`config.mk`:
```
export PLATFORM = sky130hd
export DESIGN_NAME = encoder_unwrap_stall_homing_flat
export DESIGN_NICKNAME = d
export VERILOG_FILES = /design/src/rtl/eush_pkg.sv /design/src/rtl/eush_if.sv /design/src/rtl/eush_cfg.sv /design/src/rtl/eush_core.sv /design/src/rtl/eush_skid.sv /design/src/rtl/encoder_unwrap_stall_homing.sv /design/src/flat_wrapper.sv
export SDC_FILE = /design/constraint.sdc
export NUM_CORES = 1
export LEC_CHECK = 0
export ABC_AREA = 0
export ABC_CLOCK_PERIOD_IN_PS = 15640
export BUFFER_PORTS_ARGS = -buffer_cell sky130_fd_sc_hd__clkbuf_2
export CAP_MARGIN = 20
export CORE_MARGIN = 2
export CORE_UTILIZATION = 35
export DETAILED_ROUTE_END_ITERATION = 16
export SYNTH_ARGS = -nofsm -noshare
export SYNTH_HDL_FRONTEND = slang
export SYNTH_SLANG_ARGS = --single-unit
```
`constraint.sdc`:
```
create_clock -name clk_i -period 15.64 [get_ports clk_i]
set_input_delay 1.564 -clock clk_i [delete_from_list [all_inputs] [get_ports clk_i]]
set_output_delay 1.564 -clock clk_i [all_outputs]
set_load 0.05 [all_outputs]
```
`src/rtl/eush_pkg.sv`:
```
// Package for the encoder unwrap and stall homing block.
// Holds widths, reset values, register indexes, payload structs and the
// saturation helper. Depends on nothing.
`timescale 1ns / 1ps
`default_nettype none

package eush_pkg;

  localparam int COUNTS_PER_TURN = 8192;
  localparam int ANGLE_W         = $clog2(COUNTS_PER_TURN);
  localparam int HALF_TURN       = COUNTS_PER_TURN / 2;
  localparam int DELTA_W         = ANGLE_W + 2;
  localparam int POS_W           = 40;
  localparam int SPD_W           = 16;
  localparam int CUR_W           = 16;
  localparam int CNT_W           = 8;
  localparam int CUR_LIM_W       = 15;
  localparam int MOVE_W          = 13;
  localparam int STEP_W          = 13;
  localparam int CFG_W           = 15;
  localparam int CFG_IDX_W       = 2;

  localparam logic [CUR_LIM_W-1:0] RST_STALL_CURRENT = CUR_LIM_W'(3190);
  localparam logic [CNT_W-1:0]     RST_STALL_TICKS   = CNT_W'(10);
  localparam logic [MOVE_W-1:0]    RST_STALL_MOVE    = MOVE_W'(17);
  localparam logic [STEP_W-1:0]    RST_RAMP_STEP     = STEP_W'(36);

  localparam logic [CNT_W-1:0] CNT_MAX = {CNT_W{1'b1}};

  typedef enum logic [CFG_IDX_W-1:0] {
    REG_STALL_CURRENT = 2'd0,
    REG_STALL_TICKS   = 2'd1,
    REG_STALL_MOVE    = 2'd2,
    REG_RAMP_STEP     = 2'd3
  } cfg_idx_e;

  typedef enum logic {
    CMD_FEEDBACK = 1'b0,
    CMD_HOMING   = 1'b1
  } cmd_e;

  typedef struct packed {
    logic [CUR_LIM_W-1:0] stall_current;
    logic [CNT_W-1:0]     stall_ticks;
    logic [MOVE_W-1:0]    stall_move_counts;
    logic [STEP_W-1:0]    ramp_step_counts;
  } cfg_t;

  typedef struct packed {
    logic                    cmd;
    logic [ANGLE_W-1:0]      rotor_angle;
    logic signed [SPD_W-1:0] raw_speed;
    logic signed [CUR_W-1:0] raw_current;
  } item_t;

  typedef struct packed {
    logic signed [POS_W-1:0] position_counts;
    logic signed [SPD_W-1:0] speed_out;
    logic signed [CUR_W-1:0] current_out;
    logic signed [POS_W-1:0] target_counts;
    logic                    homed;
    logic [CNT_W-1:0]        stall_count;
    logic                    primed;
  } result_t;

  // Clamps a sum one bit wider than the position to the signed position range.
  function automatic logic [POS_W-1:0] sat_fit(input logic [POS_W:0] s);
    logic [POS_W-1:0] r;
    if (s[POS_W] != s[POS_W-1]) begin
      r = s[POS_W] ? {1'b1, {(POS_W-1){1'b0}}} : {1'b0, {(POS_W-1){1'b1}}};
    end else begin
      r = s[POS_W-1:0];
    end
    return r;
  endfunction

endpackage

`default_nettype wire

```
`src/rtl/eush_if.sv`:
```
// Handshake interfaces for the input item and result channels.
// Depends on eush_pkg for the field widths.
`timescale 1ns / 1ps
`default_nettype none

interface eush_in_if
  import eush_pkg::*;
();
  logic                    valid;
  logic                    ready;
  logic                    cmd;
  logic [ANGLE_W-1:0]      rotor_angle;
  logic signed [SPD_W-1:0] raw_speed;
  logic signed [CUR_W-1:0] raw_current;

  modport source (output valid, output cmd, output rotor_angle, output raw_speed,
                  output raw_current, input ready);
  modport sink   (input valid, input cmd, input rotor_angle, input raw_speed,
                  input raw_current, output ready);
endinterface

interface eush_out_if
  import eush_pkg::*;
();
  logic                    valid;
  logic                    ready;
  logic signed [POS_W-1:0] position_counts;
  logic signed [SPD_W-1:0] speed_out;
  logic signed [CUR_W-1:0] current_out;
  logic signed [POS_W-1:0] target_counts;
  logic                    homed;
  logic [CNT_W-1:0]        stall_count;
  logic                    primed;

  modport source (output valid, output position_counts, output speed_out,
                  output current_out, output target_counts, output homed,
                  output stall_count, output primed, input ready);
  modport sink   (input valid, input position_counts, input speed_out,
                  input current_out, input target_counts, input homed,
                  input stall_count, input primed, output ready);
endinterface

`default_nettype wire

```
`src/rtl/eush_cfg.sv`:
```
// Configuration register bank with the four homing thresholds.
// Depends on eush_pkg for the index codes and the cfg_t struct.
`timescale 1ns / 1ps
`default_nettype none

module eush_cfg
  import eush_pkg::*;
(
  input  wire logic                 clk_i,
  input  wire logic                 rst_ni,
  input  wire logic                 cfg_we_i,
  input  wire logic [CFG_IDX_W-1:0] cfg_idx_i,
  input  wire logic [CFG_W-1:0]     cfg_data_i,
  output cfg_t                      cfg_o
);

  cfg_t cfg_q, cfg_d;

  always_comb begin
    cfg_d = cfg_q;
    if (cfg_we_i) begin
      unique case (cfg_idx_e'(cfg_idx_i))
        REG_STALL_CURRENT: cfg_d.stall_current     = cfg_data_i[CUR_LIM_W-1:0];
        REG_STALL_TICKS:   cfg_d.stall_ticks       = cfg_data_i[CNT_W-1:0];
        REG_STALL_MOVE:    cfg_d.stall_move_counts = cfg_data_i[MOVE_W-1:0];
        REG_RAMP_STEP:     cfg_d.ramp_step_counts  = cfg_data_i[STEP_W-1:0];
        default:           cfg_d = cfg_q;
      endcase
    end
  end

  always_ff @(posedge clk_i or negedge rst_ni) begin
    if (!rst_ni) begin
      cfg_q.stall_current     <= RST_STALL_CURRENT;
      cfg_q.stall_ticks       <= RST_STALL_TICKS;
      cfg_q.stall_move_counts <= RST_STALL_MOVE;
      cfg_q.ramp_step_counts  <= RST_RAMP_STEP;
    end else begin
      cfg_q <= cfg_d;
    end
  end

  assign cfg_o = cfg_q;

endmodule

`default_nettype wire

```
`src/rtl/eush_core.sv`:
```
// Unwrap and homing state, updated when a transaction is accepted.
// Depends on eush_pkg for the item, result and configuration structs.
`timescale 1ns / 1ps
`default_nettype none

module eush_core
  import eush_pkg::*;
(
  input  wire logic  clk_i,
  input  wire logic  rst_ni,
  input  wire logic  accept_i,
  input  wire item_t item_i,
  input  wire cfg_t  cfg_i,
  output result_t    result_o
);

  localparam logic signed [DELTA_W-1:0] HALF_S = DELTA_W'(HALF_TURN);
  localparam logic signed [DELTA_W-1:0] TURN_S = DELTA_W'(COUNTS_PER_TURN);

  logic                    primed_q, primed_d;
  logic [ANGLE_W-1:0]      last_q, last_d;
  logic [POS_W-1:0]        pos_q, pos_d;
  logic [SPD_W-1:0]        spd_q, spd_d;
  logic [CUR_W-1:0]        cur_q, cur_d;
  logic [CNT_W-1:0]        cnt_q, cnt_d;
  logic [POS_W-1:0]        ramp_q, ramp_d;
  logic [POS_W-1:0]        ref_q, ref_d;
  logic                    homed_q, homed_d;

  logic signed [DELTA_W-1:0] diff_raw, delta;
  logic [POS_W:0]            pos_sum, ramp_sum, pos_diff, pos_abs;
  logic [CUR_W:0]            cur_ext, cur_mag;
  logic                      pushing, still;
  logic [CNT_W-1:0]          cnt_next;

  always_comb begin
    diff_raw = $signed({2'b00, item_i.rotor_angle}) - $signed({2'b00, last_q});
    if (diff_raw > HALF_S) begin
      delta = diff_raw - TURN_S;
    end else if (diff_raw < -HALF_S) begin
      delta = diff_raw + TURN_S;
    end else begin
      delta = diff_raw;
    end
    pos_sum = {pos_q[POS_W-1], pos_q} + (POS_W + 1)'(delta);

    cur_ext = {cur_q[CUR_W-1], cur_q};
    cur_mag = cur_ext[CUR_W] ? (~cur_ext + 1'b1) : cur_ext;
    pushing = cur_mag > {{(CUR_W + 1 - CUR_LIM_W){1'b0}}, cfg_i.stall_current};

    pos_diff = {pos_q[POS_W-1], pos_q} - {ref_q[POS_W-1], ref_q};
    pos_abs  = pos_diff[POS_W] ? (~pos_diff + 1'b1) : pos_diff;
    still    = pos_abs < {{(POS_W + 1 - MOVE_W){1'b0}}, cfg_i.stall_move_counts};

    if (pushing && still) begin
      cnt_next = (cnt_q == CNT_MAX) ? CNT_MAX : cnt_q + 1'b1;
    end else begin
      cnt_next = '0;
    end
    ramp_sum = {ramp_q[POS_W-1], ramp_q}
             - {{(POS_W + 1 - STEP_W){1'b0}}, cfg_i.ramp_step_counts};

    primed_d = primed_q;
    last_d   = last_q;
    pos_d    = pos_q;
    spd_d    = spd_q;
    cur_d    = cur_q;
    cnt_d    = cnt_q;
    ramp_d   = ramp_q;
    ref_d    = ref_q;
    homed_d  = homed_q;

    if (item_i.cmd == CMD_FEEDBACK) begin
      spd_d  = item_i.raw_speed;
      last_d = item_i.rotor_angle;
      if (!primed_q) begin
        primed_d = 1'b1;
      end else begin
        pos_d = sat_fit(pos_sum);
        cur_d = item_i.raw_current;
      end
    end else begin
      if (cnt_next < cfg_i.stall_ticks) begin
        cnt_d  = cnt_next;
        ramp_d = sat_fit(ramp_sum);
        ref_d  = pos_q;
      end else begin
        cnt_d   = '0;
        pos_d   = '0;
        ramp_d  = '0;
        ref_d   = '0;
        homed_d = 1'b1;
      end
    end
  end

  always_ff @(posedge clk_i or negedge rst_ni) begin
    if (!rst_ni) begin
      primed_q <= 1'b0;
      last_q   <= '0;
      pos_q    <= '0;
      spd_q    <= '0;
      cur_q    <= '0;
      cnt_q    <= '0;
      ramp_q   <= '0;
      ref_q    <= '0;
      homed_q  <= 1'b0;
    end else if (accept_i) begin
      primed_q <= primed_d;
      last_q   <= last_d;
      pos_q    <= pos_d;
      spd_q    <= spd_d;
      cur_q    <= cur_d;
      cnt_q    <= cnt_d;
      ramp_q   <= ramp_d;
      ref_q    <= ref_d;
      homed_q  <= homed_d;
    end
  end

  always_comb begin
    result_o.position_counts = pos_d;
    result_o.speed_out       = spd_d;
    result_o.current_out     = cur_d;
    result_o.target_counts   = ramp_d;
    result_o.homed           = homed_d;
    result_o.stall_count     = cnt_d;
    result_o.primed          = primed_d;
  end

endmodule

`default_nettype wire

```
`src/rtl/eush_skid.sv`:
```
// Two-entry result buffer that decouples the input side from a stalled sink.
// Depends on eush_pkg for the result_t struct.
`timescale 1ns / 1ps
`default_nettype none

module eush_skid
  import eush_pkg::*;
(
  input  wire logic    clk_i,
  input  wire logic    rst_ni,
  input  wire logic    push_i,
  input  wire result_t data_i,
  output logic         ready_o,
  output logic         valid_o,
  output result_t      data_o,
  input  wire logic    pop_ready_i
);

  logic    valid0_q, valid0_d, valid1_q, valid1_d;
  result_t slot0_q, slot0_d, slot1_q, slot1_d;
  logic    pop;

  always_comb begin
    pop      = valid0_q && pop_ready_i;
    valid0_d = valid0_q;
    valid1_d = valid1_q;
    slot0_d  = slot0_q;
    slot1_d  = slot1_q;
    if (pop) begin
      if (valid1_q) begin
        slot0_d  = slot1_q;
        valid1_d = push_i;
        slot1_d  = data_i;
      end else begin
        slot0_d  = data_i;
        valid0_d = push_i;
      end
    end else if (push_i) begin
      if (!valid0_q) begin
        slot0_d  = data_i;
        valid0_d = 1'b1;
      end else begin
        slot1_d  = data_i;
        valid1_d = 1'b1;
      end
    end
  end

  always_ff @(posedge clk_i or negedge rst_ni) begin
    if (!rst_ni) begin
      valid0_q <= 1'b0;
      valid1_q <= 1'b0;
    end else begin
      valid0_q <= valid0_d;
      valid1_q <= valid1_d;
    end
  end

  always_ff @(posedge clk_i) begin
    slot0_q <= slot0_d;
    slot1_q <= slot1_d;
  end

  assign ready_o = !valid1_q;
  assign valid_o = valid0_q;
  assign data_o  = slot0_q;

endmodule

`default_nettype wire

```
`src/rtl/encoder_unwrap_stall_homing.sv`:
```
// Top level of the multi-turn encoder unwrap with stall homing.
// Depends on eush_pkg, eush_if, eush_cfg, eush_core and eush_skid.
//
// The input channel carries either a feedback frame (cmd low) with the
// single-turn angle, speed and current, or a homing tick (cmd high). Every
// input transaction yields exactly one result transaction on the output
// channel with the position, target, last speed and current, the stall
// count and the homed and primed flags.
// The state update for a transaction happens in the cycle it is accepted,
// and its result is registered in the result buffer before it is offered.
// One transaction can be accepted every cycle while the result buffer has
// room; the position add and compare logic lies in a single register stage.
// A two-entry result buffer lets a transaction be accepted while an earlier
// result is still waiting; ready drops only once both entries are full and
// rises again in the cycle after the sink takes a result.
// The configuration port writes one threshold register per enabled cycle and
// must be written only while no transaction is in flight; this is not enforced.
// Reset clears all tracking state and the buffer and restores the default
// thresholds; the block is ready as soon as reset is released.
`timescale 1ns / 1ps
`default_nettype none

module encoder_unwrap_stall_homing
  import eush_pkg::*;
(
  input  wire logic                 clk_i,
  input  wire logic                 rst_ni,
  eush_in_if.sink                   in_i,
  eush_out_if.source                out_o,
  input  wire logic                 cfg_we_i,
  input  wire logic [CFG_IDX_W-1:0] cfg_idx_i,
  input  wire logic [CFG_W-1:0]     cfg_data_i
);

  cfg_t    cfg;
  item_t   item;
  result_t result;
  result_t head;
  logic    skid_ready;
  logic    accept;

  assign item.cmd         = in_i.cmd;
  assign item.rotor_angle = in_i.rotor_angle;
  assign item.raw_speed   = in_i.raw_speed;
  assign item.raw_current = in_i.raw_current;

  assign in_i.ready = skid_ready;
  assign accept     = in_i.valid && skid_ready;

  eush_cfg u_cfg (
    .clk_i      (clk_i),
    .rst_ni     (rst_ni),
    .cfg_we_i   (cfg_we_i),
    .cfg_idx_i  (cfg_idx_i),
    .cfg_data_i (cfg_data_i),
    .cfg_o      (cfg)
  );

  eush_core u_core (
    .clk_i    (clk_i),
    .rst_ni   (rst_ni),
    .accept_i (accept),
    .item_i   (item),
    .cfg_i    (cfg),
    .result_o (result)
  );

  eush_skid u_skid (
    .clk_i       (clk_i),
    .rst_ni      (rst_ni),
    .push_i      (accept),
    .data_i      (result),
    .ready_o     (skid_ready),
    .valid_o     (out_o.valid),
    .data_o      (head),
    .pop_ready_i (out_o.ready)
  );

  assign out_o.position_counts = head.position_counts;
  assign out_o.speed_out       = head.speed_out;
  assign out_o.current_out     = head.current_out;
  assign out_o.target_counts   = head.target_counts;
  assign out_o.homed           = head.homed;
  assign out_o.stall_count     = head.stall_count;
  assign out_o.primed          = head.primed;

endmodule

`default_nettype wire
```
`src/flat_wrapper.sv`:
```
// flat-port wrapper written by rule: the top's interface ports become plain ports
module encoder_unwrap_stall_homing_flat import eush_pkg::*;
  (clk_i, rst_ni, cfg_we_i, cfg_idx_i, cfg_data_i, in_i_valid, in_i_cmd, in_i_rotor_angle, in_i_raw_speed, in_i_raw_current, in_i_ready, out_o_valid, out_o_position_counts, out_o_speed_out, out_o_current_out, out_o_target_counts, out_o_homed, out_o_stall_count, out_o_primed, out_o_ready);
  eush_in_if in_i_i ();
  eush_out_if out_o_i ();
  input  wire logic clk_i;
  input  wire logic rst_ni;
  input  wire logic cfg_we_i;
  input  wire logic [CFG_IDX_W-1:0] cfg_idx_i;
  input  wire logic [CFG_W-1:0] cfg_data_i;
  input wire logic [$bits(in_i_i.valid)-1:0] in_i_valid;
  input wire logic [$bits(in_i_i.cmd)-1:0] in_i_cmd;
  input wire logic [$bits(in_i_i.rotor_angle)-1:0] in_i_rotor_angle;
  input wire logic [$bits(in_i_i.raw_speed)-1:0] in_i_raw_speed;
  input wire logic [$bits(in_i_i.raw_current)-1:0] in_i_raw_current;
  output wire logic [$bits(in_i_i.ready)-1:0] in_i_ready;
  output wire logic [$bits(out_o_i.valid)-1:0] out_o_valid;
  output wire logic [$bits(out_o_i.position_counts)-1:0] out_o_position_counts;
  output wire logic [$bits(out_o_i.speed_out)-1:0] out_o_speed_out;
  output wire logic [$bits(out_o_i.current_out)-1:0] out_o_current_out;
  output wire logic [$bits(out_o_i.target_counts)-1:0] out_o_target_counts;
  output wire logic [$bits(out_o_i.homed)-1:0] out_o_homed;
  output wire logic [$bits(out_o_i.stall_count)-1:0] out_o_stall_count;
  output wire logic [$bits(out_o_i.primed)-1:0] out_o_primed;
  input wire logic [$bits(out_o_i.ready)-1:0] out_o_ready;
  assign in_i_i.valid = in_i_valid;
  assign in_i_i.cmd = in_i_cmd;
  assign in_i_i.rotor_angle = in_i_rotor_angle;
  assign in_i_i.raw_speed = in_i_raw_speed;
  assign in_i_i.raw_current = in_i_raw_current;
  assign in_i_ready = in_i_i.ready;
  assign out_o_valid = out_o_i.valid;
  assign out_o_position_counts = out_o_i.position_counts;
  assign out_o_speed_out = out_o_i.speed_out;
  assign out_o_current_out = out_o_i.current_out;
  assign out_o_target_counts = out_o_i.target_counts;
  assign out_o_homed = out_o_i.homed;
  assign out_o_stall_count = out_o_i.stall_count;
  assign out_o_primed = out_o_i.primed;
  assign out_o_i.ready = out_o_ready;
  encoder_unwrap_stall_homing u_core (.clk_i(clk_i), .rst_ni(rst_ni), .in_i(in_i_i), .out_o(out_o_i), .cfg_we_i(cfg_we_i), .cfg_idx_i(cfg_idx_i), .cfg_data_i(cfg_data_i));
endmodule
```
==> flow_summary.ini, run 1 <==
[placed_design]
gp_congestion = 0.921
placed_area_sq_um = 31200
dpl.hpwl_um = 63400
place_inst = 4143
numPortBuffers = 191

[setup_path]
critPathBufInv = 2
path_depth = 37
cp_slowest_stage_delay_ns = 0.62
crit_path_frequent_cell = o21ai_0
path_class = reg2reg
worstSetupEndpoint = u_core.u_skid.data_o[11]
cp_data_required_time_ns = 16.03
cp_slowest_cell = a2111oi_4
crit_path_start = u_core.u_core.pos_q[0]
crit_arrival_ns = 9.93
r2r-end = u_core.u_skid.data_o[11]
cp_top_family = compound AO/OA/AOI/OAI gates
crit_path_end_kind = flip-flop
path_max_fanout = 25
rrSetupSlack_ns = 6.10
startpoint_type = flip-flop
timing.rr.start = u_core.u_core.pos_q[0]
reg2reg_depth = 37

[timing]
worst_pin_slew_ns = 1.11
skew_ns = 0.0287
rsz0062_at_grt = no
slew_headroom = 0.259
finalCritPeriodShare = 0.610
hold_violations = 0
fin_crit_ns = 9.54
finalMaxSlewViolations = 0
holdWs_ns = 0.465
setup_viol = 0
fin_setup_tns_ns = 0
fmaxAchievable_mhz = 105

[floorplan]
die_y_um = 293
num_io_pins = 192
fp.dieArea_sq_um = 85700
start_util = 0.354
rows = 105
core_sq_um = 82400
die_w_um = 293

[logic_synthesis]
synth_nets = 3214
synth-main-ff-cell = edfxtp_1
ys_ff_latch = 470
synth.avg_cell_area_sq_um = 9.73
synth-seq-area-share = 0.445
synth_cell_types = 105
synth_warnings = 0
synth.cell_area_sq_um = 29200
synthCells = 2999
synth_edf_count = 244
synthArstFlopShare = 0.481

[final_layout]
layout-drive-gt1-share = 0.169
syn2layout_area_growth_pct = 12.9
instances_no_fill = 4245
fin_area_sq_um = 33000
final_cell_mix = 259 x nor2_1, 252 x nand2_1, 247 x a21oi_1
nets = 3343
mostFrequentLayoutCell = nor2_1

[grt]
overflow = 0
gr-usage-all-layers = 0.206
antenna_found_initial = 3
grt_pass1_vias = 23100
grt_max_degree = 110
grt_pass1_wl_um = 138000

[worst_hold_path]
holdCritStartpoint = u_core.u_core.homed_q
hold_path.class = reg2reg

[clock_tree]
cts_setup_buffers = 0
clk_pin_slew_ns = 0.06
htree_levels = 2
cts-resized-gates = 0
numCtsBuffers = 53
clockRootBuffer = clkbuf_16
clock_path_buffers = 3
tritoncts = yes
insertion_delay_ns = 0.64
cts_hold_buf = 0
cts_num_sinks = 470

[route]
drtIter0Drc = 1954
vias = 23800
wl_per_cell_um = 21.1
vias_per_cell = 5.61
drc = 0
drt_first_pass_iters = 6
ant_nets = 0
drt_wl_total_um = 89700

[job]
max_cap_viol_count = 0

[outcome]
status = finished, final reports clean
metrics by stage:
step,setup slack [ns],utilization
4_1_cts,6.18,0.400
5_1_grt,5.38,0.400
3_5_place_dp,6.20,0.379
6_report,6.10,0.400
2_1_floorplan,4.38,-
3_3_place_gp,6.40,0.379
final cells by class:
class                      instances  area, sq um
tap                             1070         1340
antenna                            2         5.00
sequential                       470        13000
timing repair buffer             226         1240
fill                            8142        49400
clock buffer                      68         1440
clock inverter                    32          264
inverter                         180          676
multi-input combinational       2197        15000
cell usage after synthesis (17+ instances only):
cell | n | area [sq um]
or3_1 | 27 | 169
mux2i_1 | 22 | 220
nand4_1 | 30 | 188
o21a_1 | 17 | 128
a31o_2 | 25 | 219
a21o_1 | 84 | 631
edfxtp_1 | 244 | 7330
a211oi_1 | 23 | 173
clkbuf_1 | 118 | 443
nor2_1 | 264 | 991
xnor2_1 | 78 | 683
inv_1 | 178 | 668
o22ai_1 | 30 | 188
o21ai_0 | 166 | 831
xor2_1 | 26 | 228
nand3_1 | 53 | 265
nor3_1 | 47 | 235
nand2_1 | 254 | 953
a31oi_1 | 45 | 282
nand2b_1 | 30 | 188
a22o_1 | 68 | 596
dfrtp_1 | 213 | 5330
o2bb2ai_1 | 29 | 254
nor4_1 | 17 | 106
mux2_2 | 119 | 1340
and3_1 | 21 | 131
a21oi_1 | 247 | 1240
ha_1 | 143 | 1790
o211ai_1 | 18 | 135
and2_1 | 19 | 119
o31ai_1 | 28 | 210
nor2b_1 | 36 | 225
buf_2 | 19 | 95.1
state kept, by name (all words and copies together) (netlist names), 13 cells and up:
register,flops
u_core.u_core.pos_q,40
u_core.u_core.ref_q,40
u_core.u_core.cur_q,16
u_core.u_core.last_q,13
u_core.u_core.ramp_q,40
u_core.u_skid.slot1_q,122
u_core.u_cfg.cfg_o,49
u_core.u_core.spd_q,16
u_core.u_skid.data_o,122
worst min-delay path by stage:
stage | slack [ns] | endpoint | cells after the start
final | 0.46 | u_core.u_core.homed_q | 1
after global routing | 0.48 | u_core.u_core.homed_q | 1
after CTS | 0.47 | u_core.u_core.homed_q | 1
after detailed placement | 0.45 | u_core.u_core.homed_q | 1
after global placement | 0.44 | u_core.u_core.homed_q | 1
after floorplan | 0.43 | u_core.u_core.homed_q | 1
worst reg2reg max path, delay by kind of cell, from the launching register on:
| kind | cells | cell delay, ns |
|---|---|---|
| DFF | 1 | 0.42 |
| adders and majority gates | 4 | 1.15 |
| muxes | 1 | 0.30 |
| buffers and inverters | 2 | 0.35 |
| and+or+nand+nor | 13 | 2.95 |
| AOI/OAI and AO/OA | 17 | 4.11 |
layer usage:
layer  GRT usage  vias to the layer above  part of all wire
li1            -                    11400                 -
met3      0.0277                      133             0.056
met5           0                        -           0.00030
met1       0.302                    11600              0.48
met4      0.0570                        4             0.024
met2       0.319                      663              0.44
cells by family after synthesis:
family                   Yosys count  synth area share
AO/OA/AOI/OAI                    936             0.219
XOR/XNOR                         105            0.0318
buffers and inverters            332            0.0445
AND/OR/NAND/NOR                  865             0.141
adder cells (fa/ha/maj)          150            0.0651
flip-flops                       470             0.445
multiplexers                     141            0.0535
Power of run 1 is left out: the tool's default activity adds up to more than one toggle a clock period on the data nets, which glitch-free logic cannot reach.
==> run 2, diff against run 1 <==
- ABC_CLOCK_PERIOD_IN_PS: 15640 -> 9000
- clock period: 15.64 -> 9 ns (I/O delays scaled with it)
==> run 2 against run 1 <==
Maximum frequency up 14%. Sequential share of layout area down 0.67 points. Highest routed layer is now met4. Cell count up 1.2%. Clock-buffer cell count up 1. Hold slack worse by 0.16 ns. Final area up 1.7%. Flip-flop and latch count unchanged. Largest cell class unchanged.
==> flow_summary.ini, run 2 (same netlist as run 1, synthesis figures left out) <==
[outcome]
status = finished, final reports clean

[clock_tree]
numCtsBuffers = 52
clock_path_buffers = 3
clk_pin_slew_ns = 0.06
htree_levels = 2
insertion_delay_ns = 0.63
tritoncts = yes
clockRootBuffer = clkbuf_16
cts_num_sinks = 470
cts_hold_buf = 0

[timing]
finalMaxSlewViolations = 0
hold_violations = 0
fin_crit_ns = 8.40
setup_viol = 0
worst_pin_slew_ns = 1.05
slew_headroom = 0.292
skew_ns = 0.0449
holdWs_ns = 0.302
fin_setup_tns_ns = 0
fmaxAchievable_mhz = 119
finalCritPeriodShare = 0.934

[floorplan]
die_w_um = 293
core_sq_um = 82400
fp.dieArea_sq_um = 85700
start_util = 0.354
num_io_pins = 192
rows = 105
die_y_um = 293

[final_layout]
mostFrequentLayoutCell = nor2_1
fin_util = 0.407
nets = 3396
layout-drive-gt1-share = 0.182
final_cell_mix = 258 x nor2_1, 252 x nand2_1, 247 x a21oi_1
syn2layout_area_growth_pct = 14.9
antennaDiodeCount = 0

[placed_design]
numPortBuffers = 191
dpl.hpwl_um = 65200
gp_congestion = 0.956

[route]
drc = 0
drt_first_pass_iters = 6
vias_per_cell = 5.65
drt_wl_total_um = 91600
drtIter0Drc = 2133
ant_nets = 0
wl_per_cell_um = 21.3
vias = 24300

[grt]
grt_max_degree = 135
grt_pass1_wl_um = 140000
grt_pass1_vias = 23100
overflow = 0
antenna_found_initial = 2
gr-usage-all-layers = 0.209

[setup_path]
path_class = reg2reg
cp_data_required_time_ns = 9.46
crit_path_frequent_cell = a21o_1
startpoint_type = flip-flop
cp_slowest_stage_delay_ns = 0.48
path_max_fanout = 8
cp_slowest_cell = a2111oi_4
crit_arrival_ns = 8.86
crit_path_end_kind = flip-flop

[job]
max_cap_viol_count = 0

[worst_hold_path]
hold_path.class = in2async
run 2: cell types whose count changed in the layout (fill, tap and decap cells not counted), moves of 2 or more:
| cell | change |
|---|---|
| buf_4 | +48 |
| diode_2 | -2 |
| clkbuf_1 | +3 |
| clkinvlp_4 | -7 |
| bufinv_16 | +5 |
| clkinv_2 | -2 |
| buf_12 | +6 |
run 2: through the flow:
| stage | setup WS, ns | area (sq um) | cells |
|---|---|---|---|
| after floorplan | 0.823 | 29200 | 2999 |
| after global placement | 0.486 | 31700 | 4194 |
| after detailed placement | 0.387 | 31700 | 4194 |
| after CTS | 0.361 | 33500 | 4292 |
| after global routing | -0.0177 | 33500 | 4295 |
| final | 0.598 | 33500 | 4295 |
run 2: timing repair:
item | CTS | global route
buffers inserted | 0 | 2
gates resized for setup | 0 | 5
endpoints found under the setup margin | 0 | 57
run 2: final timing paths:
check                      cells after the start                    from                  endpoint  slack, ns
min in group clk_i                             1   u_core.u_core.homed_q     u_core.u_core.homed_q       0.46
min                                            1                  rst_ni   u_core.u_core.pos_q[22]       0.30
max reg2reg                                   32  u_core.u_core.pos_q[0]  u_core.u_skid.data_o[27]       0.60
min reg2reg                                    1   u_core.u_core.homed_q     u_core.u_core.homed_q       0.46
max in group asynchronous                      2                  rst_ni    u_core.u_core.cnt_q[0]       7.39
max                                           32  u_core.u_core.pos_q[0]  u_core.u_skid.data_o[27]       0.60
run 2: cell type report:
cell class / instances / area (sq um)
clock buffers: 69 / 1420
clock inverters: 29 / 360
fillers: 8110 / 48800
inverters: 180 / 676
multi-input cells: 2197 / 15000
flip-flops and latches: 470 / 13000
well taps: 1070 / 1340
repair buffers: 280 / 1720
run 2: layer usage:
layer,up-vias,part of all wire,wire length [um],track usage
met1,11900,0.48,43600,0.305
met2,737,0.44,40500,0.325
met4,0,0.029,2620,0.0598
li1,11500,-,-,-
met3,145,0.054,4930,0.0250
met5,-,0,0,0
run 2: critical path, delay by kind of cell, from the launching register on:
kind / cells / cell delay, ns
fa+ha+maj: 4 / 1.21
xor+xnor: 1 / 0.15
simple gates: 9 / 2.62
flops: 1 / 0.42
buf+inv: 3 / 0.51
compound gates: 15 / 3.33
Power of run 2 is left out for the same reason.
==> run 3, diff against run 2 <==
- BUFFER_PORTS_ARGS: -buffer_cell sky130_fd_sc_hd__clkbuf_2 -> -buffer_cell sky130_fd_sc_hd__buf_2
==> run 3 against run 2 <==
Utilization is 0.19 points higher. Non-clock buffer count is 10 higher. Flip-flop and latch count stayed put. Clock skew is 0.013 ns higher. Via count hardly changed. Global-route usage is 0.18 points higher. Critical endpoint unchanged. Critical path depth is 5 lower. Clock-buffer cell count is 4 higher.
==> flow_summary.ini, run 3 (same netlist as run 1, synthesis figures left out) <==
[timing]
fmaxAchievable_mhz = 118
skew_ns = 0.0578
setup_slack_ns = 0.535
setup_viol = 0
hold_violations = 0
finalMaxSlewViolations = 0
slew_headroom = 0.292
finalCritPeriodShare = 0.941
fin_crit_ns = 8.46
fin_setup_tns_ns = 0
worst_pin_slew_ns = 1.06

[setup_path]
timing.rr.start = u_core.u_core.pos_q[7]
reg2reg_depth = 27
startpoint_type = flip-flop
path_class = reg2reg
crit_path_frequent_cell = buf_4
path_max_fanout = 9
crit_path_start = u_core.u_core.pos_q[7]
crit_arrival_ns = 8.93
cp_slowest_stage_delay_ns = 0.75
cp_slowest_cell = a311oi_1
cp_data_required_time_ns = 9.46
crit_path_end_kind = flip-flop

[final_layout]
mostFrequentLayoutCell = nor2_1
syn2layout_area_growth_pct = 15.4
layout-drive-gt1-share = 0.187
nets = 3407
final_cell_mix = 258 x nor2_1, 252 x nand2_1, 247 x a21oi_1
layout.filler_cells = 8039

[floorplan]
core_sq_um = 82400
die_w_um = 293
fp.dieArea_sq_um = 85700
start_util = 0.354
num_io_pins = 192
die_y_um = 293
rows = 105

[worst_hold_path]
hold_path.class = in2async

[clock_tree]
numCtsBuffers = 53
cts_num_sinks = 470
clk_pin_slew_ns = 0.07
tritoncts = yes
clockRootBuffer = clkbuf_16
htree_levels = 2
insertion_delay_ns = 0.64
clock_path_buffers = 3

[outcome]
status = finished, final reports clean

[route]
drt_wl_total_um = 92500
wirelength_met1_um = 43400
vias_per_cell = 5.64
drtIter0Drc = 2099
routed.top_layer = met4
ant_nets = 0
drc = 0
wl_met2_um = 41100
dr_wl_met3_um = 5990
wl_per_cell_um = 21.5
vias = 24300
drt_first_pass_iters = 6

[grt]
gr-usage-all-layers = 0.211
grt_pass1_vias = 23400
grt_max_degree = 148
overflow = 0
antenna_found_initial = 4
grt_pass1_wl_um = 141000

[placed_design]
dpl.hpwl_um = 65400
gp_congestion = 0.965
numPortBuffers = 191
post-place-ws_ns = 0.395

[job]
max_cap_viol_count = 0
-- run 3: cell count changes in the layout (fill, tap and decap cells not counted), sizes merged --
| cell | before | now |
|---|---|---|
| diode | 0 | 2 |
| buf | 91 | 290 |
| bufinv | 7 | 4 |
| clkbuf | 258 | 73 |
| clkinv | 21 | 16 |
| inv | 181 | 184 |
| clkinvlp | 0 | 3 |
-- run 3: path summary, 6_finish.rpt --
path                                             to  slack, ns
setup / recovery           u_core.u_skid.data_o[27]       0.54
hold / removal              u_core.u_core.pos_q[16]       0.28
setup reg to reg           u_core.u_skid.data_o[27]       0.54
hold reg to reg               u_core.u_core.homed_q       0.46
max in group asynchronous    u_core.u_core.cnt_q[0]       7.26
min in group clk_i            u_core.u_core.homed_q       0.46
-- run 3: final cells by class --
class	count	area (sq um)	area share
Clock buffer	73	1570	0.0465
Antenna cell	2	5.00	0.000149
Sequential cell	470	13000	0.386
Multi-Input combinational cell	2197	15000	0.445
Inverter	180	676	0.0201
Tap cell	1070	1340	0.0397
Timing Repair Buffer	290	1790	0.0533
Clock inverter	27	307	0.00910
-- run 3: critical path: cells and delay by family (launching register included) --
kind / cells / cell delay [ns]
DFF: 1 / 0.48
buffers and inverters: 3 / 0.63
and+or+nand+nor: 7 / 1.80
adders and majority gates: 2 / 0.79
AOI/OAI and AO/OA: 15 / 4.58
-- run 3: per-stage QoR --
stage | hold slack [ns] | cell area, sq um | std cells | utilization
after floorplan | 0.430 | 29200 | 2999 | -
after global placement | 0.440 | 31800 | 4204 | 0.386
after detailed placement | 0.449 | 31800 | 4204 | 0.386
after CTS | 0.276 | 33600 | 4304 | 0.408
after global routing | 0.320 | 33700 | 4309 | 0.409
final | 0.277 | 33700 | 4309 | 0.409
-- run 3: timing repair --
action,4_1_cts,5_1_grt
setup buffers,0,2
endpoints found under the hold margin,0,0
endpoints found under the setup margin,0,142
gates resized for setup,0,2
hold buffers,0,0
-- run 3: per-layer routing --
layer | vias up | GRT usage
li1 | 11500 | -
met1 | 11800 | 0.306
met2 | 826 | 0.331
met3 | 124 | 0.0291
met4 | 0 | 0.0510
met5 | - | 0
Power of run 3 is left out for the same reason.
